[src/design/lfpf_pkg.sv]
// ----------------------------------------------------------------------------
// lfpf_pkg
// shared widths, types and constants of the linearizer, fir and peak finder
// ----------------------------------------------------------------------------
package lfpf_pkg;

  localparam int CHANNELS  = 32;
  localparam int TAPS      = 5;
  localparam int CH_IDX_W  = (CHANNELS > 1) ? $clog2(CHANNELS) : 1;

  localparam int CHAN_W    = 5;
  localparam int ADC_W     = 14;
  localparam int COEFF_W   = 24;
  localparam int RAW_W     = 12;
  localparam int MULT_W    = 8;
  localparam int SHIFT_W   = 4;
  localparam int SAMP_W    = 18;
  localparam int PROD_W    = RAW_W + MULT_W;
  localparam int FIR_SHIFT = 6;
  localparam int WEIGHT_W  = 7;
  localparam int TAP_PROD_W = SAMP_W + 1 + WEIGHT_W;
  localparam int TERM_W    = 20;
  localparam int ACC_W     = TERM_W + 3;

  localparam logic [SAMP_W-1:0] OUT_MAX = 18'h3FFFF;

  localparam logic signed [WEIGHT_W-1:0] FIR_WEIGHT [TAPS] = '{
    7'sd24, 7'sd31, 7'sd16, -7'sd35, -7'sd36
  };

  typedef struct packed {
    logic [MULT_W-1:0]  mult;
    logic [SHIFT_W-1:0] shift;
    logic [RAW_W-1:0]   base;
  } coeff_t;

  // per-channel word: sample history newest at index 0, output history likewise
  typedef struct packed {
    logic [1:0][SAMP_W-1:0]      outp;
    logic [TAPS-2:0][SAMP_W-1:0] samp;
  } chan_state_t;

  typedef enum logic [1:0] {
    S_IDLE,
    S_RD,
    S_MAC,
    S_WB
  } fsm_state_t;

endpackage

[src/design/lfpf_lin.sv]
// ----------------------------------------------------------------------------
// lfpf_lin
// sample linearizer: baseline removal, scale by multiplier, right shift
// ----------------------------------------------------------------------------
module lfpf_lin
  import lfpf_pkg::*;
(
  input  logic [RAW_W-1:0]  raw,
  input  coeff_t            coeff,
  output logic [SAMP_W-1:0] lin
);

  logic [RAW_W:0]    diff;
  logic [PROD_W-1:0] prod;
  logic [PROD_W-1:0] prod_sh;
  logic [SHIFT_W:0]  sh_amt;

  always_comb begin
    diff    = {1'b0, raw} - {1'b0, coeff.base};
    prod    = diff[RAW_W-1:0] * coeff.mult;
    sh_amt  = {1'b0, coeff.shift} + (SHIFT_W + 1)'(2);
    prod_sh = prod >> sh_amt;
    // below baseline or zero multiplier gives zero
    if ((coeff.mult == '0) || diff[RAW_W]) begin
      lin = '0;
    end else begin
      lin = prod_sh[SAMP_W-1:0];
    end
  end

endmodule

[src/design/linearize_fir_peak_finder_top.sv]
// ----------------------------------------------------------------------------
// linearize_fir_peak_finder_top
// per-channel adc linearizer, 5-tap fir and peak finder on a state memory
// ----------------------------------------------------------------------------
// usage
//   input beat: channel, raw adc sample and coefficient word (mult, shift,
//   baseline). output beat: channel echo, clamped fir output and a peak flag
//   that says the previous output of the channel beat both its neighbors.
//   each channel owns one word of the state memory holding its last four
//   linearized samples and last two outputs
// sequencing
//   one beat in flight: accept/read, linearize, tap products, sum/write-back.
//   a result lands in the output register at its write-back step, and the
//   next input beat can be taken on the cycle after that write-back, so a
//   beat is not taken before the last is through, as set by the
//   read-modify-write of the channel word (registered read, product, sum)
// reset
//   rst_n (synchronous, active low) clears the fsm, the output valid and the
//   per-channel valid bits; a channel never written reads as all-zero history
// stall
//   the output register holds a beat while out_stall is high; write-back of
//   the next beat waits there, and in_stall stays high until it is done
// ----------------------------------------------------------------------------
module linearize_fir_peak_finder_top
  import lfpf_pkg::*;
(
  input  logic               clk,
  input  logic               rst_n,

  input  logic               in_valid,
  output logic               in_stall,
  input  logic [CHAN_W-1:0]  in_channel,
  input  logic [ADC_W-1:0]   in_adc_sample,
  input  logic [COEFF_W-1:0] in_lin_coeff,

  output logic               out_valid,
  input  logic               out_stall,
  output logic [CHAN_W-1:0]  out_channel,
  output logic [SAMP_W-1:0]  out_filter_out,
  output logic               out_peak_flag
);

  // control
  fsm_state_t state_r, state_nxt;
  logic       in_acc;
  logic       wb_go;
  logic       out_valid_r;

  // captured beat
  logic [CHAN_W-1:0]   chan_r;
  logic [CH_IDX_W-1:0] idx_r;
  logic                chan_ok_r;
  logic [RAW_W-1:0]    raw_r;
  coeff_t              coeff_r;

  // channel state memory and valid bits
  chan_state_t         mem [CHANNELS];
  chan_state_t         mem_rd_r;
  logic [CHANNELS-1:0] vld_r;
  logic                mem_we;
  chan_state_t         wr_data;
  logic [CH_IDX_W-1:0] in_idx;
  logic                in_chan_ok;

  // datapath
  logic [SAMP_W-1:0]             lin;
  logic [SAMP_W-1:0]             lin_r;
  chan_state_t                   cur_r;
  logic signed [TERM_W-1:0]      term_r [TAPS];
  logic signed [TERM_W-1:0]      term   [TAPS];
  logic [SAMP_W-1:0]             tap_x  [TAPS];
  logic signed [TAP_PROD_W-1:0]  tap_prod;
  logic signed [ACC_W-1:0]       acc;
  logic [SAMP_W-1:0]             result;
  logic                          peak;

  // output register
  logic [CHAN_W-1:0] out_chan_r;
  logic [SAMP_W-1:0] out_fir_r;
  logic              out_peak_r;

  assign in_acc     = in_valid && !in_stall;
  assign in_idx     = CH_IDX_W'(in_channel);
  assign in_chan_ok = ({22'd0, in_channel} < 27'(CHANNELS));

  // fsm: one beat walks read, linearize, products, write-back
  always_ff @(posedge clk) begin
    if (!rst_n) begin
      state_r <= S_IDLE;
    end else begin
      state_r <= state_nxt;
    end
  end

  always_comb begin
    state_nxt = state_r;
    in_stall  = 1'b1;
    wb_go     = 1'b0;
    unique case (state_r)
      S_IDLE: begin
        in_stall = 1'b0;
        if (in_valid) begin
          state_nxt = S_RD;
        end
      end
      S_RD:  state_nxt = S_MAC;
      S_MAC: state_nxt = S_WB;
      S_WB: begin
        // output register must be free or draining this cycle
        if (!out_valid_r || !out_stall) begin
          wb_go     = 1'b1;
          state_nxt = S_IDLE;
        end
      end
      default: state_nxt = S_IDLE;
    endcase
  end

  // beat capture
  always_ff @(posedge clk) begin
    if (in_acc) begin
      chan_r    <= in_channel;
      idx_r     <= in_idx;
      chan_ok_r <= in_chan_ok;
      raw_r     <= in_adc_sample[RAW_W-1:0];
      coeff_r   <= coeff_t'(in_lin_coeff);
    end
  end

  // state memory: read at accept, write at write-back; one beat in flight
  // means a read never overlaps a pending write of the same word
  assign mem_we = wb_go && chan_ok_r;

  always_comb begin
    wr_data.samp[0] = lin_r;
    for (int k = 1; k < TAPS - 1; k++) begin
      wr_data.samp[k] = cur_r.samp[k-1];
    end
    wr_data.outp[0] = result;
    wr_data.outp[1] = cur_r.outp[0];
  end

  always_ff @(posedge clk) begin
    if (mem_we) begin
      mem[idx_r] <= wr_data;
    end
    if (in_acc) begin
      mem_rd_r <= mem[in_idx];
    end
  end

  always_ff @(posedge clk) begin
    if (!rst_n) begin
      vld_r <= '0;
    end else if (mem_we) begin
      vld_r[idx_r] <= 1'b1;
    end
  end

  // linearize and pick up history
  lfpf_lin u_lin (
    .raw   (raw_r),
    .coeff (coeff_r),
    .lin   (lin)
  );

  always_ff @(posedge clk) begin
    if (state_r == S_RD) begin
      lin_r <= lin;
      // unwritten or out-of-range channel sees an all-zero history
      if (chan_ok_r && vld_r[idx_r]) begin
        cur_r <= mem_rd_r;
      end else begin
        cur_r <= '0;
      end
    end
  end

  // tap products, each floored by the fir shift
  always_comb begin
    tap_x[0] = lin_r;
    for (int t = 1; t < TAPS; t++) begin
      tap_x[t] = cur_r.samp[t-1];
    end
    for (int t = 0; t < TAPS; t++) begin
      tap_prod = $signed({1'b0, tap_x[t]}) * FIR_WEIGHT[t];
      term[t]  = TERM_W'(tap_prod >>> FIR_SHIFT);
    end
  end

  always_ff @(posedge clk) begin
    if (state_r == S_MAC) begin
      for (int t = 0; t < TAPS; t++) begin
        term_r[t] <= term[t];
      end
    end
  end

  // sum, clamp and peak check
  always_comb begin
    acc = '0;
    for (int t = 0; t < TAPS; t++) begin
      acc = acc + ACC_W'(term_r[t]);
    end
    priority if (acc < 0) begin
      result = '0;
    end else if (acc > $signed({5'd0, OUT_MAX})) begin
      result = OUT_MAX;
    end else begin
      result = acc[SAMP_W-1:0];
    end
    peak = (cur_r.outp[0] > result) && (cur_r.outp[0] > cur_r.outp[1]);
  end

  // output register
  always_ff @(posedge clk) begin
    if (!rst_n) begin
      out_valid_r <= 1'b0;
    end else if (wb_go) begin
      out_valid_r <= 1'b1;
    end else if (!out_stall) begin
      out_valid_r <= 1'b0;
    end
  end

  always_ff @(posedge clk) begin
    if (wb_go) begin
      out_chan_r <= chan_r;
      out_fir_r  <= result;
      out_peak_r <= peak;
    end
  end

  assign out_valid      = out_valid_r;
  assign out_channel    = out_chan_r;
  assign out_filter_out = out_fir_r;
  assign out_peak_flag  = out_peak_r;

`ifndef NO_ASSERTIONS
  // an accepted beat always starts the read step
  a_acc_to_rd: assert property (@(posedge clk) disable iff (!rst_n)
    in_acc |=> state_r == S_RD)
    else $error("accepted beat did not enter read step");

  // write-back never overruns a held output beat
  a_no_overrun: assert property (@(posedge clk) disable iff (!rst_n)
    wb_go |-> (!out_valid_r || !out_stall))
    else $error("write-back while output held");

  // a finished write-back leaves a valid output and a valid channel word
  a_wb_result: assert property (@(posedge clk) disable iff (!rst_n)
    mem_we |=> out_valid_r && vld_r[$past(idx_r)] && state_r == S_IDLE)
    else $error("write-back did not complete");

  // memory is only written from the write-back step
  a_we_state: assert property (@(posedge clk) disable iff (!rst_n)
    mem_we |-> state_r == S_WB)
    else $error("memory write outside write-back");
`endif

endmodule
[config.mk]
export PLATFORM = sky130hd
export DESIGN_NAME = linearize_fir_peak_finder_top
export DESIGN_NICKNAME = d
export VERILOG_FILES = /design/src/design/lfpf_pkg.sv /design/src/design/lfpf_lin.sv /design/src/design/linearize_fir_peak_finder_top.sv
export SDC_FILE = /design/constraint.sdc
export NUM_CORES = 2
export LEC_CHECK = 0
export BUFFER_PORTS_ARGS = -buffer_cell sky130_fd_sc_hd__buf_2
export CAP_MARGIN = 15
export CORE_ASPECT_RATIO = 1.4
export CORE_MARGIN = 4
export CORE_UTILIZATION = 35
export DETAILED_ROUTE_END_ITERATION = 12
export GPL_TIMING_DRIVEN = 0
export RECOVER_POWER = 100
export SLEW_MARGIN = 10
export SYNTH_ARGS = -nofsm -noshare
export SYNTH_HDL_FRONTEND = slang
export SYNTH_SLANG_ARGS = --single-unit
[constraint.sdc]
create_clock -name clk -period 8.4 [get_ports clk]
set_input_delay 1.26 -clock clk [delete_from_list [all_inputs] [get_ports clk]]
set_output_delay 1.26 -clock clk [all_outputs]
set_load 0.05 [all_outputs]
==> impl_metrics.ini <==
[cells_and_area]
drive_gt1_share_pct = 22.3
nets = 8781
stdcell_count = 14600
area_growth_pct = 14.0
stdcell_area_mm2 = 0.182
multi_input_area_mm2 = 0.0407
fill_cells = 40100
regArea_mm2 = 0.116

[logic_synthesis]
async_flop_share_pct = 0
synthFlopType = edfxtp_1
synth_most_common_cell = edfxtp_1
synth_cells = 7353
synth.distinct_cells = 71
seq_area_frac_synth_pct = 72.8
yosys.area.top_type = edfxtp_1
synth_edf_count = 3845
yosysTopAreaCellShare_pct = 72.4
syn_area_mm2 = 0.160
synth_nets = 7947
yosys-top-cells-count = edfxtp_1, mux4_2, inv_1
synth-warning-count = 0
netlist_top_cells_area = edfxtp_1, mux4_2, fa_1, ha_1, inv_1
syn_avg_cell_area_um2 = 21.7
synth_seq_cells = 3880

[clocking]
post-cts-setup-buffers = 0
cts_tree = yes
cts_num_sinks = 3880
numCtsBuffers = 372
clk_latency_ns = 0.92
cts.path.max_buffers = 4
cts_resized = 0
ctsHoldBuffers = 0
h-tree-depth = 5
cts.clk_slew.worst_paths_ns = 0.07
root_buffer = clkbuf_16

[floorplan]
core_mm2 = 0.455
start_util_pct = 35.1
die_w_um = 579
pin_count = 73
rows = 293
dieArea_mm2 = 0.467
dieHeight_um = 807

[sta]
finalWorstSetupSlack_ns = 0.0778
tightest_slew_ns = 3.48
setup_violations = 0
clock_skew_ns = 0.0665
rsz0062_at_grt = no
hold_viol_final = 0
max_slew_margin_pct = -132
fin_crit_sh_pct = 99.1
tns_ns = 0
fmax_mhz = 120
slew_viol_final = 3564
fin_crit_ns = 8.32

[global_routing]
first_global_vias = 81700
grt_util_all_layers_pct = 19.3
grt_max_degree = 54
antenna_found_initial = 27
grt_pass1_wl_um = 635000
grt-ovfl-total = 0

[outcome]
status = finished with violations
violations = capacitance limit, slew limit

[drt]
drtPass1Iterations = 8
via_count = 79300
drt_iter0_drc = 8743
drc = 0
antenna_left = 0
finalWirelength_um = 457000
avgViaCountPerCell = 5.44
wl_per_cell_um = 31.4

[place]
gp_congestion = 0.850
port_buffers = 69
postPlaceCellArea_mm2 = 0.175
dp_hpwl_um = 318000
dp_slack_ns = 0.177
dp.cells = 13800

[worst_setup_path]
end_kind = flip-flop
reg2reg_from = state_r[1]$_SDFFE_PN0P_
critical_path_class = reg -> reg
worstSetupStartpoint = state_r[1]$_SDFFE_PN0P_
critPathRequiredTime_ns = 8.90
startpoint_type = flip-flop
cp_max_fo = 17
cp.arrival_ns = 8.82

[power_and_ir_drop]
ir_worst_vdd_v = 0.000951
p_total_mw = 75.6
power_density_mw_per_mm2 = 416
p_leak_nw = 58.8

[worst_hold_path]
hp-class = reg -> reg
hold_start = vld_r[27]$_SDFFE_PN0P_

[flow_run]
drv_cap = 188
path summary, 6_finish.rpt:
path	slack, ns	end	depth (start not counted)
max	0.08	mem[31][58]$_DFFE_PP_	10
min	0.47	vld_r[27]$_SDFFE_PN0P_	1
max reg2reg	0.08	mem[31][58]$_DFFE_PP_	10
min reg2reg	0.47	vld_r[27]$_SDFFE_PN0P_	1
stage by stage:
step           hold WS (ns)  util (%)
2_1_floorplan         0.424         -
3_3_place_gp          0.441      36.8
3_5_place_dp          0.453      38.4
5_1_grt               0.458      40.0
4_1_cts               0.431      41.0
6_report              0.472      40.0
cell families (layout without fill, tap and decap cells):
logic type	Yosys count	after routing	share of synthesized area (%)
other cells	0	56	0
flops	3880	3880	72.8
buf+inv	705	1831	1.66
simple gates	539	539	1.74
xor+xnor	96	96	0.527
fa+ha+maj	547	547	5.40
compound gates	365	365	1.51
mux	1221	1221	16.3
report_power, final:
| group | switching (mW) | leakage [nW] | internal (mW) |
|---|---|---|---|
| logic | 20.0 | 17.8 | 11.6 |
| clock network | 7.17 | 5.81 | 9.40 |
| registers | 1.07 | 35.2 | 26.4 |
worst max-delay path, cell delays in order, from the launching register on:
cell and delay (ns):
dfxtp_1 0.38, ha_1 0.22, nand2_1 0.14, inv_1 0.58
clkbuf_1 1.20, nand3_1 0.67, nor2_1 0.93, clkbuf_1 0.85
clkbuf_1 0.77, clkbuf_1 1.27, clkbuf_2 0.77
cell usage in the layout (no fill, tap or decap), drive strengths merged, types with 9 or more instances in the layout:
cell type,instances
edfxtp,3845
mux4,1095
clkbuf,1018
inv,423
ha,311
fa,236
buf,177
clkinv,157
and2,149
nor2,128
mux2,112
nand2,100
a21oi,88
o21a,68
o21ai,65
xnor2,61
diode,56
a21o,40
bufinv,38
dfxtp,35
xor2,35
nand3,29
nor3,27
nor2b,26
a211oi,19
clkinvlp,18
a31oi,17
nand4,16
nand2b,15
mux2i,14
and3,11
o211ai,10
o22ai,9
or2,9
flip-flops by register name, summed over array words and instances (netlist names):
name / cells
state_r: 2
term_r: 90
out_channel: 5
lin_r: 18
mem_rd_r: 108
cur_r: 108
out_peak_flag: 1
idx_r: 5
mem: 3456
raw_r: 12
coeff_r: 24
vld_r: 32
out_filter_out: 18
out_valid: 1
metal layers:
| metal | vias to the layer above | part of all wire, % | track usage, % |
|---|---|---|---|
| li1 | 31800 | - | - |
| met5 | - | 0.0048 | 0 |
| met3 | 1008 | 6.4 | 2.43 |
| met4 | 4 | 5.7 | 7.91 |
| met2 | 3540 | 54 | 36.1 |
| met1 | 43000 | 34 | 22.2 |
layout make-up:
| cell class | count | area share (%) |
|---|---|---|
| clock buffers | 438 | 5.31 |
| diodes | 56 | 0.0771 |
| clock inverters | 228 | 1.21 |
| repair buffers | 460 | 1.48 |
| flip-flops and latches | 3880 | 63.9 |
| well taps | 6047 | 4.16 |
| multi-input cells | 2768 | 22.4 |
| inverters | 408 | 0.842 |
| plain buffers | 297 | 0.656 |
No activity file was read; power rests on OpenSTA's default activity.
